==> src/rtl/cap_pkg.sv <==
// Shared types and constants for the closest approach point pipeline.
package cap_pkg;

   localparam int FRAC_BITS_DEF = 16;
   localparam int DW            = 67;       // width of dv.dv, always non-negative
   localparam int SW            = 68;       // width of the signed dot-product sums
   localparam int QW            = 32;       // quotient bits
   localparam int RW            = DW + QW;  // width of the divider remainder
   localparam logic [31:0] THR_RESET = 32'd4295;

   typedef logic signed [32:0] cap_s33_type;

   typedef struct packed {
      logic signed [31:0] pos_a_x;
      logic signed [31:0] pos_a_y;
      logic signed [31:0] pos_a_z;
      logic signed [31:0] vel_a_x;
      logic signed [31:0] vel_a_y;
      logic signed [31:0] vel_a_z;
      logic signed [31:0] pos_b_x;
      logic signed [31:0] pos_b_y;
      logic signed [31:0] pos_b_z;
      logic signed [31:0] vel_b_x;
      logic signed [31:0] vel_b_y;
      logic signed [31:0] vel_b_z;
   } cap_req_type;

   typedef struct packed {
      logic               found;
      logic [31:0]        approach_time;
      logic signed [31:0] point_x;
      logic signed [31:0] point_y;
      logic signed [31:0] point_z;
   } cap_rsp_type;

   // Per-axis sums of the two bodies, carried alongside the division.
   typedef struct packed {
      cap_s33_type [2:0] psum;
      cap_s33_type [2:0] vsum;
   } cap_ctx_type;

   typedef struct packed {
      logic [RW-1:0] rem;
      logic [DW-1:0] den;
      logic [QW-1:0] q;
      logic          go;
      logic          sat;
   } cap_div_type;

endpackage

==> src/rtl/cap_div_stage.sv <==
// One restoring-division stage: settles one quotient bit.
module cap_div_stage import cap_pkg::*; #(
   parameter int BIT = 0
) (
   input  logic        clock,
   input  logic        reset,
   input  logic        en,
   input  logic        in_valid,
   input  cap_div_type in_div,
   input  cap_ctx_type in_ctx,
   output logic        out_valid,
   output cap_div_type out_div,
   output cap_ctx_type out_ctx
);

   logic          valid_ff;
   cap_div_type   div_ff, div_in;
   cap_ctx_type   ctx_ff;
   logic [RW-1:0] d;
   logic          ge;

   always_comb begin
      d      = {{(RW-DW){1'b0}}, in_div.den} << BIT;
      ge     = in_div.rem >= d;
      div_in = in_div;
      if (ge) begin
         div_in.rem    = in_div.rem - d;
         div_in.q[BIT] = 1'b1;
      end
   end

   always_ff @(posedge clock) begin
      if (reset) begin
         valid_ff <= 1'b0;
      end else if (en) begin
         valid_ff <= in_valid;
      end
   end

   always_ff @(posedge clock) begin
      if (en) begin
         div_ff <= div_in;
         ctx_ff <= in_ctx;
      end
   end

   assign out_valid = valid_ff;
   assign out_div   = div_ff;
   assign out_ctx   = ctx_ff;

endmodule

==> config.mk <==
export PLATFORM = sky130hd
export DESIGN_NAME = cap_div_stage
export DESIGN_NICKNAME = d
export VERILOG_FILES = /design/src/rtl/cap_pkg.sv /design/src/rtl/cap_div_stage.sv
export SDC_FILE = /design/constraint.sdc
export NUM_CORES = 1
export LEC_CHECK = 0
export ABC_AREA = 1
export BUFFER_PORTS_ARGS = -buffer_cell sky130_fd_sc_hd__buf_2
export CAP_MARGIN = 30
export CORE_AREA = 4 4 310 312
export CTS_BUF_LIST = sky130_fd_sc_hd__clkbuf_16
export CTS_CLUSTER_SIZE = 14
export DETAILED_ROUTE_END_ITERATION = 10
export DIE_AREA = 0 0 314 316
export HOLD_SLACK_MARGIN = 0.08
export PLACE_DENSITY = 0.55
export SLEW_MARGIN = 5
export SYNTH_ARGS = -nofsm -noshare
export SYNTH_HDL_FRONTEND = slang
export SYNTH_SLANG_ARGS = --single-unit
==> constraint.sdc <==
create_clock -name clock -period 2.85 [get_ports clock]
set_clock_uncertainty 0.15 [all_clocks]
set_input_delay 0 -clock clock [delete_from_list [all_inputs] [get_ports clock]]
set_output_delay 0 -clock clock [all_outputs]
set_load 0.005 [all_outputs]
## Word level (Yosys, flattened, before mapping)

Index checks and enable logic that the tools add are counted.
W data, S select, Z words.

- Flip-flop bits (word level): 399
- Word-level logic and storage cells: 16

- Add/sub/neg operators: 1
- Magnitude comparators: 1
- Muxes and demuxes: 1

Operators with widths:

| operator | number |
|---|---|
| $ge A99 B67 Y1 | 1 |
| $mux W99 | 1 |
| $sub A99 B67 Y99 | 1 |

## Logic depth before layout (Yosys ltp)

- Depth in word-level cells: 2
- Gate-level depth with buffers: 19

## Least setup slack after synthesis

OpenSTA, ideal clock, no wires.

- Path kind: input -> register
- Start point: in in_div[36] (netlist bit)
- End point: reg div_ff (netlist bit out_div[107]) (data pin)
- Library setup time: 0.257 ns
- Arrival time: 1.725 ns
- Setup slack: 0.718 ns
- Cell stages on the path: 17
- Path through: inv_1 ha_1 buf_2 a21oi_2 nand2_1 nand3_1 nand3_2 nand2_1 nand2_2 nand2_1 nand2_1 nand2_2 nand2_4 inv_2 buf_6 buf_6 o21ai_2

RTL lines:

| item | line | text |
|---|---|---|
| from (decl) | cap_div_stage.sv:9 | `input cap_div_type in_div,` |
| to (signal assigned) | cap_div_stage.sv:42 | `div_ff <= div_in;` |
| to (decl) | cap_div_stage.sv:17 | `cap_div_type div_ff, div_in;` |

==> impl_metrics.toml <==
[clock_network]
cts_tree = "done"
cts-root-buf = "clkbuf_16"
clock_sinks = 399
cts_buffers = 50
cts_max_path_buffers = 3
h-tree-depth = 2
cts_setup_buffers = 0
clock_latency_ns = 0.61
path_clk_slew_ns = 0.06

[routing]
vias = 24300
vias_per_cell = 4.34
avgRoutedWirePerCell_um = 23.5
wl_um = 131000
detail_route.first_pass.iterations = 6
drc = 0
ant_nets = 0
drt_iter0_drc = 1979

[floorplanning]
die_width_um = 314
die_area_mm2 = 0.0992
core-area_mm2 = 0.0930
io-pin-count = 801
die_h_um = 316
start_util_pct = 23.4
rows = 112

[power_and_ir_drop]
p_leak_nw = 17.9
power_density_mw_per_mm2 = 479
ir_drop_mv = 0.377
finalPower_w = 0.0181

[setup_path]
r2r_cells = 3
setup.worst_path.end = "out_div[107]"
crit_path_max_incr_delay_ns = 0.62
r2r-start = "out_valid"
startpoint = "in_div[131]"
crit_type = "in -> reg"
endpoint_kind = "flip-flop"
timing.rr.end = "out_valid"
crit_chain = "dlygate4sd3_1 > buf_2 > ha_1 > nand2_1 > nor2_1 > nand2_1 > nor2_4 > nand4_1 > o21ai_2 > nor2_2 > nand2_4 > inv_4 > clkbuf_16 > nand2_1 > o21ai_2"
crit_slowest_cell = "dlygate4sd3_1"
r2r_slack_ns = 1.57
startpoint_type = "input port"
worstPathArrival_ns = 3.02
critPathRequiredTime_ns = 3.06
cp_max_fo = 39
cp_common_cell = "nand2_1"

[hold_path]
hold_path.class = "in -> reg"

[placed_design]
gp_congestion = 0.974
post-dp-hpwl_um = 106000
portBuffers = 800
dp_cells = 4752
placed_area_mm2 = 0.0287

[grt]
antenna_found_initial = 19
grt_overflow_total = 0
grt_pass1_vias = 24500
grt_max_degree = 79
grt_pass1_wl_um = 178000
grt_use_total_pct = 25.2

[logic_synthesis]
synthCells = 2533
async_reset_ff_share_pct = 0
synth_ff_type = "edfxtp_1"
ys_ff_latch = 399
synth_edf_count = 398
syn_area_mm2 = 0.0217
netlist-cell-type-count = 34
synth_nets = 3003
synth.avg_cell_area_um2 = 8.59
yosysSeqAreaShare_pct = 55.0
synth_warnings = 0

[sta]
maxSlewViolCount = 0
rsz0062_at_grt = "false"
tightest_slew_ns = 0.645
maxSlewHeadroom_pct = 57.0
setup_viol = 0
layout_min_cycle_time_ns = 2.81
hold_violations = 0
finalCritPeriodShare_pct = 98.5
fmax_ghz = 0.356

[outcome]
status = "completed"

[run]
drv_cap = 0

[layout]
fillerInstances = 9530
layout_commonest_cell = "nand2_1"
fin_cells = 5596
finalNetCount = 4764
final_area_mm2 = 0.0377
mostFrequentLayoutCells = "nand2_1, buf_2, dlygate4sd3_1"
multi_input_area_mm2 = 0.00776
synthToLayoutAreaGrowth_pct = 73.5
drive_gt1_share_pct = 26.6
seq_area_mm2 = 0.0120
[critical path: cells and delay by family]
family          cells  cell delay (ns)
fa+ha+maj           1             0.35
compound gates      2             0.28
simple gates        8             1.25
buf+inv             4             1.10
[area by class of cell]
type | count | share of cell area (%)
Antenna cell | 11 | 0.0729
Clock buffer | 50 | 3.32
Clock inverter | 39 | 0.792
Inverter | 497 | 4.95
Multi-Input combinational cell | 1619 | 20.6
Sequential cell | 399 | 31.7
Tap cell | 1254 | 4.16
Timing Repair Buffer | 1727 | 34.4
[power breakdown]
part	internal (W)	leakage (nW)	switching, W
clock	0.00347	0.784	0.00278
sequential	0.00711	3.90	0.000213
combinational	0.00205	13.2	0.00245
[routing by layer]
layer,wire (um),global-route usage (%)
met3,7790,4.83
met4,7700,12.4
met2,65400,45.3
met5,75,0
met1,50200,28.6
[kinds of logic (layout without fill, tap and decap cells)]
kind of cell	Yosys count	in the layout	synth area share, %
AO/OA/AOI/OAI	145	145	4.26
XOR/XNOR	47	47	1.89
adder cells (fa/ha/maj)	68	68	3.95
buffers and inverters	515	2313	9.37
flip-flops	399	399	55.0
multiplexers	1	1	0.0460
other	0	11	0
AND/OR/NAND/NOR	1358	1358	25.4
[through the flow]
step	setup TNS (ns)	hold slack (ns)	setup WS (ns)	util (%)
3_5_place_dp	-3.22	0.0268	-0.0825	30.8
4_1_cts	0	0.0825	0.00230	40.5
2_1_floorplan	0	-0.0776	0.718	-
6_report	0	0.119	0.0425	40.6
5_1_grt	0	0.0980	0.00538	40.5
3_3_place_gp	-2.28	0.0110	-0.0843	30.8
[sequential cells by signal, indices dropped and copies added, names as in the netlist]
name	flops
out_div	200
out_ctx	198
out_valid	1
[what timing repair did]
item	4_1_cts	5_1_grt
hold buffers	743	0
endpoints found under the setup margin	0	92
resized for setup	0	10
endpoints found under the hold margin	797	0
[synthesized netlist by cell type (2+ instances only)]
cell type / instances / area (um2)
edfxtp_1: 398 / 12000
o21bai_1: 7 / 52.6
nand3_2: 2 / 20.0
nand2_2: 4 / 25.0
nor2_4: 5 / 56.3
nor2_1: 232 / 871
buf_2: 5 / 25.0
o21ai_1: 22 / 110
nand3_1: 102 / 510
o21ai_0: 22 / 110
buf_6: 13 / 146
ha_1: 67 / 838
xnor2_1: 46 / 403
nand3b_1: 12 / 90.1
inv_1: 486 / 1820
a21boi_0: 2 / 15.0
and3_1: 2 / 12.5
and2_1: 9 / 56.3
nand4_1: 38 / 238
or2_2: 5 / 31.3
a21oi_1: 44 / 220
o21ai_2: 30 / 263
nor2_2: 11 / 68.8
nand2_1: 913 / 3430
nor4_1: 4 / 25.0
a21oi_2: 17 / 149
inv_2: 11 / 41.3
nor3_1: 18 / 90.1
[worst min path at each step]
stage	startpoint	end	slack, ns	cells after the start
6_report	in_div[146]	out_div[146]	0.12	4
5_1_grt	in_div[147]	out_div[147]	0.1	4
4_1_cts	in_div[193]	out_div[193]	0.08	4
3_5_place_dp	reset	out_valid	0.03	2
3_3_place_gp	reset	out_valid	0.01	2
2_1_floorplan	reset	out_valid	-0.08	1
Note: power is estimated with default switching activity, not from simulation.
